File: config.mk
export PLATFORM = sky130hd
export DESIGN_NAME = link_low_power_idle_tx_controller_unit
export DESIGN_NICKNAME = d
export VERILOG_FILES = /design/src/sv/lpi_pkg.sv /design/src/sv/lpi_ram.sv /design/src/sv/lpi_cfg.sv /design/src/sv/lpi_core.sv /design/src/sv/lpi_obuf.sv /design/src/sv/link_low_power_idle_tx_controller_unit.sv
export SDC_FILE = /design/constraint.sdc
export NUM_CORES = 2
export LEC_CHECK = 0
export BUFFER_PORTS_ARGS = -buffer_cell sky130_fd_sc_hd__buf_2
export CAP_MARGIN = 0
export CORE_MARGIN = 5
export CORE_UTILIZATION = 35
export CTS_CLUSTER_SIZE = 20
export DETAILED_ROUTE_END_ITERATION = 8
export GPL_TIMING_DRIVEN = 0
export PLACE_DENSITY = 0.58
export SLEW_MARGIN = 10
export SYNTH_ARGS = -nofsm -noshare
export SYNTH_HDL_FRONTEND = slang
export SYNTH_SLANG_ARGS = --single-unit
File: constraint.sdc
create_clock -name clk -period 12.3 [get_ports clk]
set_clock_uncertainty 0.1 [all_clocks]
set_input_delay 2.46 -clock clk [delete_from_list [all_inputs] [get_ports clk]]
set_output_delay 2.46 -clock clk [all_outputs]
set_load 0.01 [all_outputs]
File: src/sv/lpi_pkg.sv
package lpi_pkg;

	// Queue geometry
	localparam int QUEUE_DEPTH = 64;
	localparam int QADDR_W = (QUEUE_DEPTH > 1) ? $clog2(QUEUE_DEPTH) : 1;
	localparam int FILL_W = $clog2(QUEUE_DEPTH + 1);

	// Field and counter widths
	localparam int BYTES_W = 16;
	localparam int LEN_W = 32;
	localparam int CNT32_W = 32;
	localparam int CNT48_W = 48;
	localparam int CFG_IDX_W = 3;
	localparam int CFG_DATA_W = 32;

	// Link modes
	localparam logic [1:0] MODE_READY = 2'd0;
	localparam logic [1:0] MODE_BUSY = 2'd1;
	localparam logic [1:0] MODE_SLEEP = 2'd2;

	// Request commands
	localparam logic [1:0] CMD_TICK = 2'd0;
	localparam logic [1:0] CMD_SEND = 2'd1;
	localparam logic [1:0] CMD_STAT = 2'd2;
	localparam logic [1:0] CMD_NOP = 2'd3;

	// Statistic selects
	localparam logic [2:0] STAT_IDLE = 3'd0;
	localparam logic [2:0] STAT_SLEEP = 3'd1;
	localparam logic [2:0] STAT_BUSY = 3'd2;
	localparam logic [2:0] STAT_SLEEPS = 3'd3;
	localparam logic [2:0] STAT_MAXQ = 3'd4;
	localparam logic [2:0] STAT_INTEGRAL = 3'd5;
	localparam logic [2:0] STAT_SENT = 3'd6;
	localparam logic [2:0] STAT_DROPPED = 3'd7;

	// Configuration register indexes
	localparam logic [CFG_IDX_W-1:0] CFG_BYTE_TIME = 3'd0;
	localparam logic [CFG_IDX_W-1:0] CFG_READY_WAKE = 3'd1;
	localparam logic [CFG_IDX_W-1:0] CFG_SLEEP_WAKE = 3'd2;
	localparam logic [CFG_IDX_W-1:0] CFG_IDLE_RUNWAY = 3'd3;
	localparam logic [CFG_IDX_W-1:0] CFG_QUEUE_LIMIT = 3'd4;

	typedef struct packed {
		logic [1:0]  cmd;
		logic [15:0] frame_bytes;
		logic [15:0] fabric_delay;
		logic [2:0]  stat_select;
	} req_t;

	typedef struct packed {
		logic [1:0]  link_state;
		logic        tx_started;
		logic [31:0] tx_length;
		logic        tx_done;
		logic        frame_dropped;
		logic        entered_sleep;
		logic [6:0]  queue_count;
		logic [47:0] stat_value;
	} rsp_t;

	typedef struct packed {
		logic [15:0] byte_time;
		logic [15:0] ready_wake_delay;
		logic [15:0] sleep_wake_delay;
		logic [31:0] idle_runway;
		logic [6:0]  queue_limit;
	} cfg_t;

	// Saturating add for the 48-bit time counters
	function automatic logic [CNT48_W-1:0] sat_add48(logic [CNT48_W-1:0] a,
			logic [CNT48_W-1:0] b);
		logic [CNT48_W:0] s;
		s = {1'b0, a} + {1'b0, b};
		return s[CNT48_W] ? {CNT48_W{1'b1}} : s[CNT48_W-1:0];
	endfunction

	// Saturating increment for the 32-bit event counters
	function automatic logic [CNT32_W-1:0] sat_inc32(logic [CNT32_W-1:0] a);
		return (&a) ? a : a + 1'b1;
	endfunction

endpackage

File: src/sv/lpi_ram.sv
module lpi_ram #(
	parameter int WIDTH = 16,
	parameter int DEPTH = 64
) (
	input  logic                                   clk,
	input  logic                                   we,
	input  logic [((DEPTH > 1) ? $clog2(DEPTH) : 1)-1:0] waddr,
	input  logic [WIDTH-1:0]                       wdata,
	input  logic [((DEPTH > 1) ? $clog2(DEPTH) : 1)-1:0] raddr,
	output logic [WIDTH-1:0]                       rdata
);

	logic [WIDTH-1:0] mem [DEPTH];

	// Write one entry, read one entry with registered data
	always_ff @(posedge clk) begin
		if (we) begin
			mem[waddr] <= wdata;
		end
		rdata <= mem[raddr];
	end

endmodule

File: src/sv/lpi_cfg.sv
module lpi_cfg (
	input  logic                             clk,
	input  logic                             arst_n,
	input  logic                             wr,
	input  logic [lpi_pkg::CFG_IDX_W-1:0]    index,
	input  logic [lpi_pkg::CFG_DATA_W-1:0]   data,
	output lpi_pkg::cfg_t                    cfg
);

	lpi_pkg::cfg_t cfg_q;

	// Decode register writes; ignore indexes past the list
	always_ff @(posedge clk or negedge arst_n) begin
		if (!arst_n) begin
			cfg_q.byte_time <= 16'd8;
			cfg_q.ready_wake_delay <= 16'd0;
			cfg_q.sleep_wake_delay <= 16'd100;
			cfg_q.idle_runway <= 32'd1000;
			cfg_q.queue_limit <= 7'd64;
		end else if (wr) begin
			unique case (index)
				lpi_pkg::CFG_BYTE_TIME:   cfg_q.byte_time <= data[15:0];
				lpi_pkg::CFG_READY_WAKE:  cfg_q.ready_wake_delay <= data[15:0];
				lpi_pkg::CFG_SLEEP_WAKE:  cfg_q.sleep_wake_delay <= data[15:0];
				lpi_pkg::CFG_IDLE_RUNWAY: cfg_q.idle_runway <= data[31:0];
				lpi_pkg::CFG_QUEUE_LIMIT: cfg_q.queue_limit <= data[6:0];
				default: ;
			endcase
		end
	end

	assign cfg = cfg_q;

endmodule

File: src/sv/lpi_core.sv
module lpi_core (
	input  logic          clk,
	input  logic          arst_n,
	input  logic          accept,
	input  lpi_pkg::req_t req,
	input  lpi_pkg::cfg_t cfg,
	output lpi_pkg::rsp_t rsp
);

	localparam int AW = lpi_pkg::QADDR_W;
	localparam int FW = lpi_pkg::FILL_W;
	localparam int C48 = lpi_pkg::CNT48_W;
	localparam int C32 = lpi_pkg::CNT32_W;

	logic [1:0]      mode_q, n_mode;
	logic [31:0]     busy_rem_q, n_busy_rem;
	logic [31:0]     idle_el_q, n_idle_el;
	logic [AW-1:0]   head_q, n_head, tail_q, n_tail;
	logic [FW-1:0]   fill_q, n_fill, maxq_q, n_maxq;
	logic [C48-1:0]  idle_tot_q, n_idle_tot, sleep_tot_q, n_sleep_tot;
	logic [C48-1:0]  busy_tot_q, n_busy_tot, integ_q, n_integ;
	logic [C32-1:0]  sleeps_q, n_sleeps, sent_q, n_sent, drop_q, n_drop;
	logic            fwd_q;
	logic [15:0]     fwd_data_q;

	logic [15:0]     ram_rdata, head_bytes;
	logic            enq, deq, start, r_done, r_drop, r_slept, q_full;
	logic [15:0]     st_bytes, st_pen, st_fab;
	logic [31:0]     prod, len, el_inc;
	logic [33:0]     len_sum;
	logic [47:0]     stat;

	// Frame byte counts waiting while the link is busy
	lpi_ram #(
		.WIDTH (16),
		.DEPTH (lpi_pkg::QUEUE_DEPTH)
	) u_queue (
		.clk   (clk),
		.we    (enq),
		.waddr (tail_q),
		.wdata (req.frame_bytes),
		.raddr (n_head),
		.rdata (ram_rdata)
	);

	// Take the head entry, forwarding a write that raced its read
	assign head_bytes = fwd_q ? fwd_data_q : ram_rdata;

	// Frame length: bytes times byte time plus penalty and fabric delay
	assign prod = 32'(st_bytes) * 32'(cfg.byte_time);
	assign len_sum = 34'(prod) + 34'(st_pen) + 34'(st_fab);
	assign len = (|len_sum[33:32]) ? 32'hFFFF_FFFF : len_sum[31:0];

	assign q_full = (32'(fill_q) >= 32'(cfg.queue_limit)) ||
		(32'(fill_q) >= 32'(lpi_pkg::QUEUE_DEPTH));
	assign el_inc = lpi_pkg::sat_inc32(idle_el_q);

	// Next state for the accepted request
	always_comb begin
		n_mode = mode_q;
		n_busy_rem = busy_rem_q;
		n_idle_el = idle_el_q;
		n_idle_tot = idle_tot_q;
		n_sleep_tot = sleep_tot_q;
		n_busy_tot = busy_tot_q;
		n_integ = integ_q;
		n_sleeps = sleeps_q;
		n_sent = sent_q;
		n_drop = drop_q;
		n_maxq = maxq_q;
		enq = 1'b0;
		deq = 1'b0;
		start = 1'b0;
		r_done = 1'b0;
		r_drop = 1'b0;
		r_slept = 1'b0;
		st_bytes = req.frame_bytes;
		st_pen = cfg.ready_wake_delay;
		st_fab = req.fabric_delay;
		stat = '0;
		if (accept) begin
			case (req.cmd)
				lpi_pkg::CMD_TICK: begin
					n_integ = lpi_pkg::sat_add48(integ_q, C48'(fill_q));
					case (mode_q)
						lpi_pkg::MODE_BUSY: begin
							n_busy_tot = lpi_pkg::sat_add48(busy_tot_q, 48'd1);
							if (busy_rem_q <= 32'd1) begin
								r_done = 1'b1;
								n_mode = lpi_pkg::MODE_READY;
								n_busy_rem = '0;
								n_idle_el = '0;
								if (fill_q != '0) begin
									deq = 1'b1;
									start = 1'b1;
									st_bytes = head_bytes;
									st_fab = '0;
								end
							end else begin
								n_busy_rem = busy_rem_q - 1'b1;
							end
						end
						lpi_pkg::MODE_SLEEP: begin
							n_sleep_tot = lpi_pkg::sat_add48(sleep_tot_q, 48'd1);
						end
						default: begin
							n_idle_tot = lpi_pkg::sat_add48(idle_tot_q, 48'd1);
							if (el_inc >= cfg.idle_runway) begin
								n_mode = lpi_pkg::MODE_SLEEP;
								n_idle_el = '0;
								n_sleeps = lpi_pkg::sat_inc32(sleeps_q);
								r_slept = 1'b1;
							end else begin
								n_idle_el = el_inc;
							end
						end
					endcase
				end
				lpi_pkg::CMD_SEND: begin
					if (mode_q == lpi_pkg::MODE_BUSY) begin
						if (!q_full) begin
							enq = 1'b1;
							if (fill_q + 1'b1 > maxq_q) begin
								n_maxq = fill_q + 1'b1;
							end
						end else begin
							r_drop = 1'b1;
							n_drop = lpi_pkg::sat_inc32(drop_q);
						end
					end else begin
						start = 1'b1;
						if (mode_q == lpi_pkg::MODE_SLEEP) begin
							st_pen = cfg.sleep_wake_delay;
						end
					end
				end
				lpi_pkg::CMD_STAT: begin
					case (req.stat_select)
						lpi_pkg::STAT_IDLE:     stat = idle_tot_q;
						lpi_pkg::STAT_SLEEP:    stat = sleep_tot_q;
						lpi_pkg::STAT_BUSY:     stat = busy_tot_q;
						lpi_pkg::STAT_SLEEPS:   stat = 48'(sleeps_q);
						lpi_pkg::STAT_MAXQ:     stat = 48'(maxq_q);
						lpi_pkg::STAT_INTEGRAL: stat = integ_q;
						lpi_pkg::STAT_SENT:     stat = 48'(sent_q);
						default:                stat = 48'(drop_q);
					endcase
				end
				default: ;
			endcase
		end
		// Start a frame: busy, load length, count it
		if (start) begin
			n_mode = lpi_pkg::MODE_BUSY;
			n_busy_rem = len;
			n_idle_el = '0;
			n_sent = lpi_pkg::sat_inc32(sent_q);
		end
	end

	// Advance the queue pointers
	always_comb begin
		n_head = head_q;
		n_tail = tail_q;
		n_fill = fill_q;
		if (deq) begin
			n_head = (head_q == AW'(lpi_pkg::QUEUE_DEPTH - 1)) ? '0 : head_q + 1'b1;
			n_fill = fill_q - 1'b1;
		end
		if (enq) begin
			n_tail = (tail_q == AW'(lpi_pkg::QUEUE_DEPTH - 1)) ? '0 : tail_q + 1'b1;
			n_fill = fill_q + 1'b1;
		end
	end

	// Hold control state and counters
	always_ff @(posedge clk or negedge arst_n) begin
		if (!arst_n) begin
			mode_q <= lpi_pkg::MODE_READY;
			busy_rem_q <= '0;
			idle_el_q <= '0;
			head_q <= '0;
			tail_q <= '0;
			fill_q <= '0;
			maxq_q <= '0;
			idle_tot_q <= '0;
			sleep_tot_q <= '0;
			busy_tot_q <= '0;
			integ_q <= '0;
			sleeps_q <= '0;
			sent_q <= '0;
			drop_q <= '0;
			fwd_q <= 1'b0;
		end else begin
			mode_q <= n_mode;
			busy_rem_q <= n_busy_rem;
			idle_el_q <= n_idle_el;
			head_q <= n_head;
			tail_q <= n_tail;
			fill_q <= n_fill;
			maxq_q <= n_maxq;
			idle_tot_q <= n_idle_tot;
			sleep_tot_q <= n_sleep_tot;
			busy_tot_q <= n_busy_tot;
			integ_q <= n_integ;
			sleeps_q <= n_sleeps;
			sent_q <= n_sent;
			drop_q <= n_drop;
			fwd_q <= enq && (tail_q == n_head);
		end
	end

	// Capture write data for the forwarding path
	always_ff @(posedge clk) begin
		fwd_data_q <= req.frame_bytes;
	end

	// Assemble the result
	always_comb begin
		rsp.link_state = n_mode;
		rsp.tx_started = start;
		rsp.tx_length = start ? len : '0;
		rsp.tx_done = r_done;
		rsp.frame_dropped = r_drop;
		rsp.entered_sleep = r_slept;
		rsp.queue_count = 7'(n_fill);
		rsp.stat_value = stat;
	end

	// Frames wait only behind a busy link
	assert property (@(posedge clk) disable iff (!arst_n)
		(fill_q != '0) |-> (mode_q == lpi_pkg::MODE_BUSY))
		else $error("queued frames while link not busy");

	// Idle time runs only in ready
	assert property (@(posedge clk) disable iff (!arst_n)
		(mode_q != lpi_pkg::MODE_READY) |-> (idle_el_q == '0))
		else $error("idle time kept outside ready");

	// Pointers and fill agree
	assert property (@(posedge clk) disable iff (!arst_n)
		tail_q == AW'((32'(head_q) + 32'(fill_q)) % lpi_pkg::QUEUE_DEPTH))
		else $error("queue pointers and fill disagree");

	// Fill stays within the queue
	assert property (@(posedge clk) disable iff (!arst_n)
		32'(fill_q) <= 32'(lpi_pkg::QUEUE_DEPTH))
		else $error("queue fill past depth");

endmodule

File: src/sv/lpi_obuf.sv
module lpi_obuf (
	input  logic          clk,
	input  logic          arst_n,
	input  logic          push,
	input  lpi_pkg::rsp_t din,
	output logic          room,
	output logic          rsp_valid,
	input  logic          rsp_ready,
	output lpi_pkg::rsp_t rsp
);

	logic          out_valid_q, skid_valid_q, pop;
	lpi_pkg::rsp_t out_q, skid_q;

	assign pop = out_valid_q && rsp_ready;
	assign room = !skid_valid_q;
	assign rsp_valid = out_valid_q;
	assign rsp = out_q;

	// Hold valid flags for the output and skid registers
	always_ff @(posedge clk or negedge arst_n) begin
		if (!arst_n) begin
			out_valid_q <= 1'b0;
			skid_valid_q <= 1'b0;
		end else if (push) begin
			if (out_valid_q && !pop) begin
				skid_valid_q <= 1'b1;
			end
			out_valid_q <= 1'b1;
		end else if (pop) begin
			out_valid_q <= skid_valid_q;
			skid_valid_q <= 1'b0;
		end
	end

	// Move payloads: new result to output or skid, skid to output on drain
	always_ff @(posedge clk) begin
		if (push) begin
			if (!out_valid_q || pop) begin
				out_q <= din;
			end else begin
				skid_q <= din;
			end
		end else if (pop && skid_valid_q) begin
			out_q <= skid_q;
		end
	end

	// Skid holds a result only behind a held output
	assert property (@(posedge clk) disable iff (!arst_n)
		skid_valid_q |-> out_valid_q)
		else $error("skid register holds a result with output empty");

endmodule

File: src/sv/link_low_power_idle_tx_controller_unit.sv
// Transmit-side low-power-idle link controller. One request (tick, frame send or
// statistics read) is taken per clock, and its result is registered in the output
// register when that is free, else in a second result register that absorbs one
// stalled result, so requests keep flowing until two results wait unread. Frames queued
// behind a busy link sit in a 64-entry single-port-read RAM whose head entry is
// read ahead every cycle, so a finishing frame hands over to the next queued one
// on the same tick; no clearing pass is needed after reset. Configuration
// writes are always taken and must be issued while the controller is idle.
module link_low_power_idle_tx_controller_unit (
	input  logic                            clk,
	input  logic                            arst_n,
	input  logic                            req_valid,
	output logic                            req_ready,
	input  lpi_pkg::req_t                   req,
	output logic                            rsp_valid,
	input  logic                            rsp_ready,
	output lpi_pkg::rsp_t                   rsp,
	input  logic                            cfg_valid,
	output logic                            cfg_ready,
	input  logic [lpi_pkg::CFG_IDX_W-1:0]   cfg_index,
	input  logic [lpi_pkg::CFG_DATA_W-1:0]  cfg_data
);

	lpi_pkg::cfg_t cfg;
	lpi_pkg::rsp_t core_rsp;
	logic          accept, room;

	assign cfg_ready = 1'b1;
	assign req_ready = room;
	assign accept = req_valid && room;

	lpi_cfg u_cfg (
		.clk    (clk),
		.arst_n (arst_n),
		.wr     (cfg_valid),
		.index  (cfg_index),
		.data   (cfg_data),
		.cfg    (cfg)
	);

	lpi_core u_core (
		.clk    (clk),
		.arst_n (arst_n),
		.accept (accept),
		.req    (req),
		.cfg    (cfg),
		.rsp    (core_rsp)
	);

	lpi_obuf u_obuf (
		.clk       (clk),
		.arst_n    (arst_n),
		.push      (accept),
		.din       (core_rsp),
		.room      (room),
		.rsp_valid (rsp_valid),
		.rsp_ready (rsp_ready),
		.rsp       (rsp)
	);

endmodule

Yosys cells after proc, flatten, opt, wreduce, memory -nomap -nowiden
Memory sizes are Yosys's and may differ from the RTL's. A register that Yosys moved wholly into a read port is not among the register bits. Cells that the tools add are included.

Mux-type cells: 77. Div/mod/pow operators: 0. Reduce and logical (&&, ||, !) cells: 43. Bitwise operators: 6. Shift operators: 0. $lt $le $gt $ge: 5. Add/sub/neg operators: 15. Multiply operators: 1. Equality and inequality tests: 21.

Operators with widths (number): 32-bit 2-to-1 mux (13); 48-bit case mux with 7 select lines (1); 93-bit 2-to-1 mux (3); 16-bit 2-to-1 mux (15); 48-bit 2-to-1 mux (5); 48-bit by 1-bit adder with 49-bit output, second input constant (3); 32-bit by 1-bit adder with 32-bit output, second input constant (4); 32-bit AND reduction (4); 32-bit case mux with 2 select lines (1); 48-bit by 7-bit adder with 49-bit output (1); 34-bit by 16-bit adder with 34-bit output (1); 32-bit by 16-bit adder with 33-bit output (1); 32-bit greater-or-equal comparator (1); 32-bit by 1-bit less-or-equal comparator with 1-bit output, second input constant (1); 16-bit by 16-bit multiplier with 32-bit output (1); 32-bit by 1-bit subtractor with 32-bit output, second input constant (1); 1-bit 2-to-1 mux (27); 2-bit AND reduction (10); 6-bit 2-to-1 mux (3); 5-bit AND reduction (3); 7-bit 2-to-1 mux (2); 6-bit by 1-bit adder with 6-bit output, second input constant (2); 3-bit by 2-bit equality test with 1-bit output, second input constant (4); 3-bit equality test, second input constant (4); 26 further kinds (57).

ROM bits: 0. Word-level logic and storage cells: 208. Register bits: 672. Input bits: 77. Latch bits: 0. Memories: 1. Memory bits (writable): 1024.

Memories: u_core.u_queue.mem (words 64, bits a word 16, read ports 1, clocked after Yosys merged registers in 1, write ports 1, RTL line lpi_ram.sv:13) `logic [WIDTH-1:0] mem [DEPTH];`.

Logic depth before layout (Yosys ltp)
Word-level depth: 14. Mapped depth: 42.

Cells and area by module
Synthesis repeated with hierarchy kept, for this count alone.

Cells, all modules: 6186. Area total of the unflattened synthesis: 84393.4 um^2.

By module, submodules not included: lpi_ram (seq. area each 31069.8 um^2, area an instance 39978.3 um^2, times used 1, cells an instance 1820); lpi_core (seq. area each 9854.5 um^2, area an instance 34164.0 um^2, times used 1, cells an instance 3872); lpi_obuf (seq. area each 5635.4 um^2, area an instance 6919.1 um^2, times used 1, cells an instance 303); lpi_cfg (seq. area each 2190.9 um^2, area an instance 3314.4 um^2, times used 1, cells an instance 188); link_low_power_idle_tx_controller_unit (seq. area each 0.0 um^2, area an instance 17.5 um^2, times used 1, cells an instance 3).

Worst setup path after synthesis
OpenSTA, ideal clock, no wires.

Path kind: input -> register. From: in req[36] (netlist bit). To: reg u_obuf.out_q, in the netlist u_obuf.rsp[75] (data pin). Buffers on the path: 4. Path slack: 0.719 ns. Data required time: 11.922 ns. Data arrival time: 11.202 ns. Stages: 35. Library setup time: 0.278 ns. Cells stage by stage: nor4b_1 > and2_1 > and2_0 > clkbuf_1 > nand2_1 > clkbuf_1 > o21ai_0 > clkbuf_1 > nand2_1 > fa_1 > fa_1 > fa_1 > inv_1 > fa_1 > fa_1 > inv_1 > fa_1 > inv_1 > ha_1 > nand3_1 > nor2_1 > a21oi_1 > o21bai_1 > a21oi_1 > xnor2_1 > ha_1 > a21o_1 > a2111oi_0 > nor2_1 > and4_1 > and4b_1 > a21o_1 > nand3_1 > clkbuf_1 > o211ai_1.

Cells in the longest elaborated chain, start to end: 11. Elaborated cells on any way between the ends: 18. Those cells by class: add/sub: 2; mul: 1; eq/ne: 1; mux: 12; reduce/logical: 2.

RTL lines: start, declared (RTL line link_low_power_idle_tx_controller_unit.sv:14) `input lpi_pkg::req_t req,`; 2-bit logical NOT (RTL line lpi_core.sv:82) `case (req.cmd)`; 16-bit 2-to-1 mux (RTL line lpi_core.sv:82); 16-bit 2-to-1 mux (RTL line lpi_core.sv:81) `if (accept) begin`; 16-bit by 16-bit multiplier with 32-bit output (RTL line lpi_core.sv:50) `assign prod = 32'(st_bytes) * 32'(cfg.byte_time);`; 32-bit by 16-bit adder with 33-bit output (RTL line lpi_core.sv:51) `assign len_sum = 34'(prod) + 34'(st_pen) + 34'(st_fab);`; 34-bit by 16-bit adder with 34-bit output (RTL line lpi_core.sv:51); 2-bit OR reduction (RTL line lpi_core.sv:52) `assign len = (|len_sum[33:32]) ? 32'hFFFF_FFFF : len_sum[31:0];`; 32-bit 2-to-1 mux (RTL line lpi_core.sv:52); 32-bit 2-to-1 mux * (RTL line lpi_core.sv:222) `rsp.tx_length = start ? len : '0;`; 93-bit 2-to-1 mux * (RTL line lpi_obuf.sv:39) `if (!out_valid_q || pop) begin`; 93-bit 2-to-1 mux * (RTL line lpi_obuf.sv:38) `if (push) begin`; end signal, assigned (RTL line lpi_obuf.sv:40) `out_q <= din;`; end signal, assigned (RTL line lpi_obuf.sv:45) `out_q <= skid_q;`; end, declared (RTL line lpi_obuf.sv:13) `lpi_pkg::rsp_t out_q, skid_q;`.

Every way passes the cells marked *; elsewhere a longest branch is shown, timed or not. The select of a mux whose other input is x is not followed. A chain may end at the register's enable or synchronous reset.

Final worst setup path
From: in req[36] (netlist bit). To: reg u_obuf.out_q, in the netlist u_obuf.rsp[74] (data pin).

Same word-level chain as after synthesis.

==> results.toml <==
[outcome]
status = "complete, but fails checks"
violations = "max-capacitance violations, max-slew violations"

[hold_path]
hold_depth = 1
hold_path_class = "reg2reg"

[final_layout]
area_delta_synth_final_pct = 15.2
nFillCells = 22800
fin_area_um2 = 97500
final_nets = 8202
final_cell_mix = "1,283 x nand2_1, 1,210 x edfxtp_1, 459 x dfrtp_1"
final_common_cell = "nand2_1"
drive_above_1_share_pct = 12.3
instances_no_fill = 11100

[synthesis]
synth.avg_cell_area_um2 = 11.6
syn-cell-area_um2 = 84600
async_flop_share_pct = 27.5
synth_cells = 7275
yosysUniqueCellTypes = 86
ys_seq_area_share_pct = 57.6
synth-edff-count = 1210
ys_warn_count = 0
syn-num-nets = 7761
ys.flop_type = "edfxtp_1"
synth.ff_latch_count = 1712

[clock_tree]
path_clk_slew_ns = 0.06
htreeDepth = 4
cts_buffers = 185
cts.sinks = 1712
clockBufferDepth = 3
cts_tree = "built"
holdBufCountCts = 0
clockRootBuffer = "clkbuf_16"
insertion_delay_ns = 0.87

[timing]
setup_viol = 0
timing.slew.headroom_pct = -0.145
timing.fmax_mhz = 84.8
hold_viol = 0
tns_ns = 0
min_period_over_period_pct = 95.8
max_slew.worst_pin.slew_ns = 1.49
slew_violations = 1
min_period_ns = 11.79
hold_ws_ns = 0.383
rsz0062_at_grt = "false"

[global_routing]
grt_max_degree = 109
grtUsageTotal_pct = 20.4
grt_overflow = 0
grt_pass1_wl_um = 388000
grt_pass1_vias = 58700
antenna_found_initial = 7

[floorplan]
dieArea_um2 = 252000
start_util_pct = 35.2
fp.coreArea_um2 = 241000
io_pins = 173
die_w_um = 502
die_h_um = 502
std_cell_rows = 180

[route]
dr.pass1.iters = 8
drt_iter0_drc = 6734
wl_per_cell_um = 23.8
antenna_left = 0
finalWirelength_um = 264000
drc = 0
vias_per_cell = 5.44
num_vias = 60200

[place]
post-place-cells = 10700
dp_hpwl_um = 193000
placed_cell_area_um2 = 91100
io_buffers = 171
place_congestion = 0.960

[critical_path]
start_kind = "input port"
slowest_stage = "fa_1"
crit_family = "adder cells"
crit_cells = 37
reg2regPathDepth = 34
crit_type = "in2reg"
critical_path.max_fanout = 10
crit_path_max_incr_delay_ns = 0.57
worstPathArrival_ns = 12.20
crit_path_end_kind = "flop"
critPathRequiredTime_ns = 12.71
cp_num_buf_inv = 9
cp_common_cell = "fa_1"

[run]
drv_cap = 1
per-stage QoR:
stage / utilization [%] / worst slack [ns]
CTS: 40.5 / 0.0374
global route: 40.5 / 0.0122
detailed placement: 37.9 / -2.63
finish: 40.5 / 0.511
floorplan: - / 0.719
global placement: 37.2 / -3.70
flip-flops by register name, summed over array words and instances (netlist names), 2 cells and up:
register,cells
u_core.busy_rem_q,32
u_cfg.cfg,87
u_core.integ_q,48
u_obuf.rsp,93
u_core.fill_q,7
u_core.drop_q,32
u_core.head_q,6
u_core.sleep_tot_q,48
u_core.mode_q,2
u_core.sleeps_q,32
u_core.idle_tot_q,48
u_core.busy_tot_q,48
u_core.maxq_q,7
u_core.sent_q,32
u_core.u_queue.mem,1024
u_core.fwd_data_q,16
u_core.tail_q,6
u_obuf.skid_q,93
u_core.u_queue.rdata,16
u_core.idle_el_q,32
cell usage after synthesis (all sizes together) (161+ instances only):
library cell / count / share of area (%)
xnor2: 187 / 1.9
nand3: 359 / 2.1
inv: 353 / 1.6
nor2: 337 / 1.5
ha: 196 / 2.9
edfxtp: 1210 / 43
nand2: 1286 / 5.7
mux2i: 182 / 2.2
xor2: 171 / 1.8
a31oi: 178 / 1.3
o21ai: 174 / 1.0
and2: 161 / 1.2
fa: 213 / 5.0
a21oi: 172 / 1.0
clkbuf: 258 / 1.1
dfrtp: 459 / 14
worst paths after layout:
kind | from | endpoint | slack (ns)
max | req[36] | u_obuf.rsp[74] | 0.51
min | u_obuf.skid_q[50] | u_obuf.rsp[50] | 0.38
max reg2reg | u_core.busy_rem_q[26] | u_obuf.rsp[74] | 0.55
min reg2reg | u_obuf.skid_q[50] | u_obuf.rsp[50] | 0.38
max in group asynchronous | arst_n | u_obuf.skid_valid_q | 9.11
min in group asynchronous | arst_n | u_core.sleep_tot_q[43] | 1.50
kinds of logic (layout without fill, tap and decap cells):
group,count (synthesis),in the layout,share of synthesized area [%]
flops,1712,1712,57.6
fa+ha+maj,409,409,7.94
mux,318,318,4.08
xor+xnor,358,358,3.70
simple gates,2672,2672,14.6
buf+inv,738,1340,3.54
other cells,1,5,0.00443
compound gates,1067,1067,8.53
routing by layer:
layer / global-route usage (%) / routed length [um] / vias to the layer above
met5: 0 / 34 / -
met4: 6.83 / 9450 / 6
met3: 3.45 / 21300 / 425
met2: 31.7 / 118000 / 2392
met1: 29.1 / 115000 / 30400
li1: - / - / 27000
timing repair:
| item | CTS | global route |
|---|---|---|
| buffers inserted | 0 | 1 |
| pin swaps | 0 | 3 |
| setup endpoints to repair | 96 | 95 |
| resized for setup | 62 | 33 |
| gates cloned | 0 | 0 |
area by class of cell:
class	count	area [um^2]	share of cell area [%]
Sequential cell	1712	48800	50.0
Multi-Input combinational cell	4825	33300	34.1
Clock buffer	234	4930	5.06
Tap cell	3185	3990	4.09
Timing Repair Buffer	258	2310	2.37
Buffer	381	1710	1.75
Inverter	353	1330	1.37
Clock inverter	114	1220	1.26
Antenna cell	4	10.0	0.0103
Power is left out: the tool's default activity adds up to more than one toggle a clock period on the data nets, which glitch-free logic cannot reach.
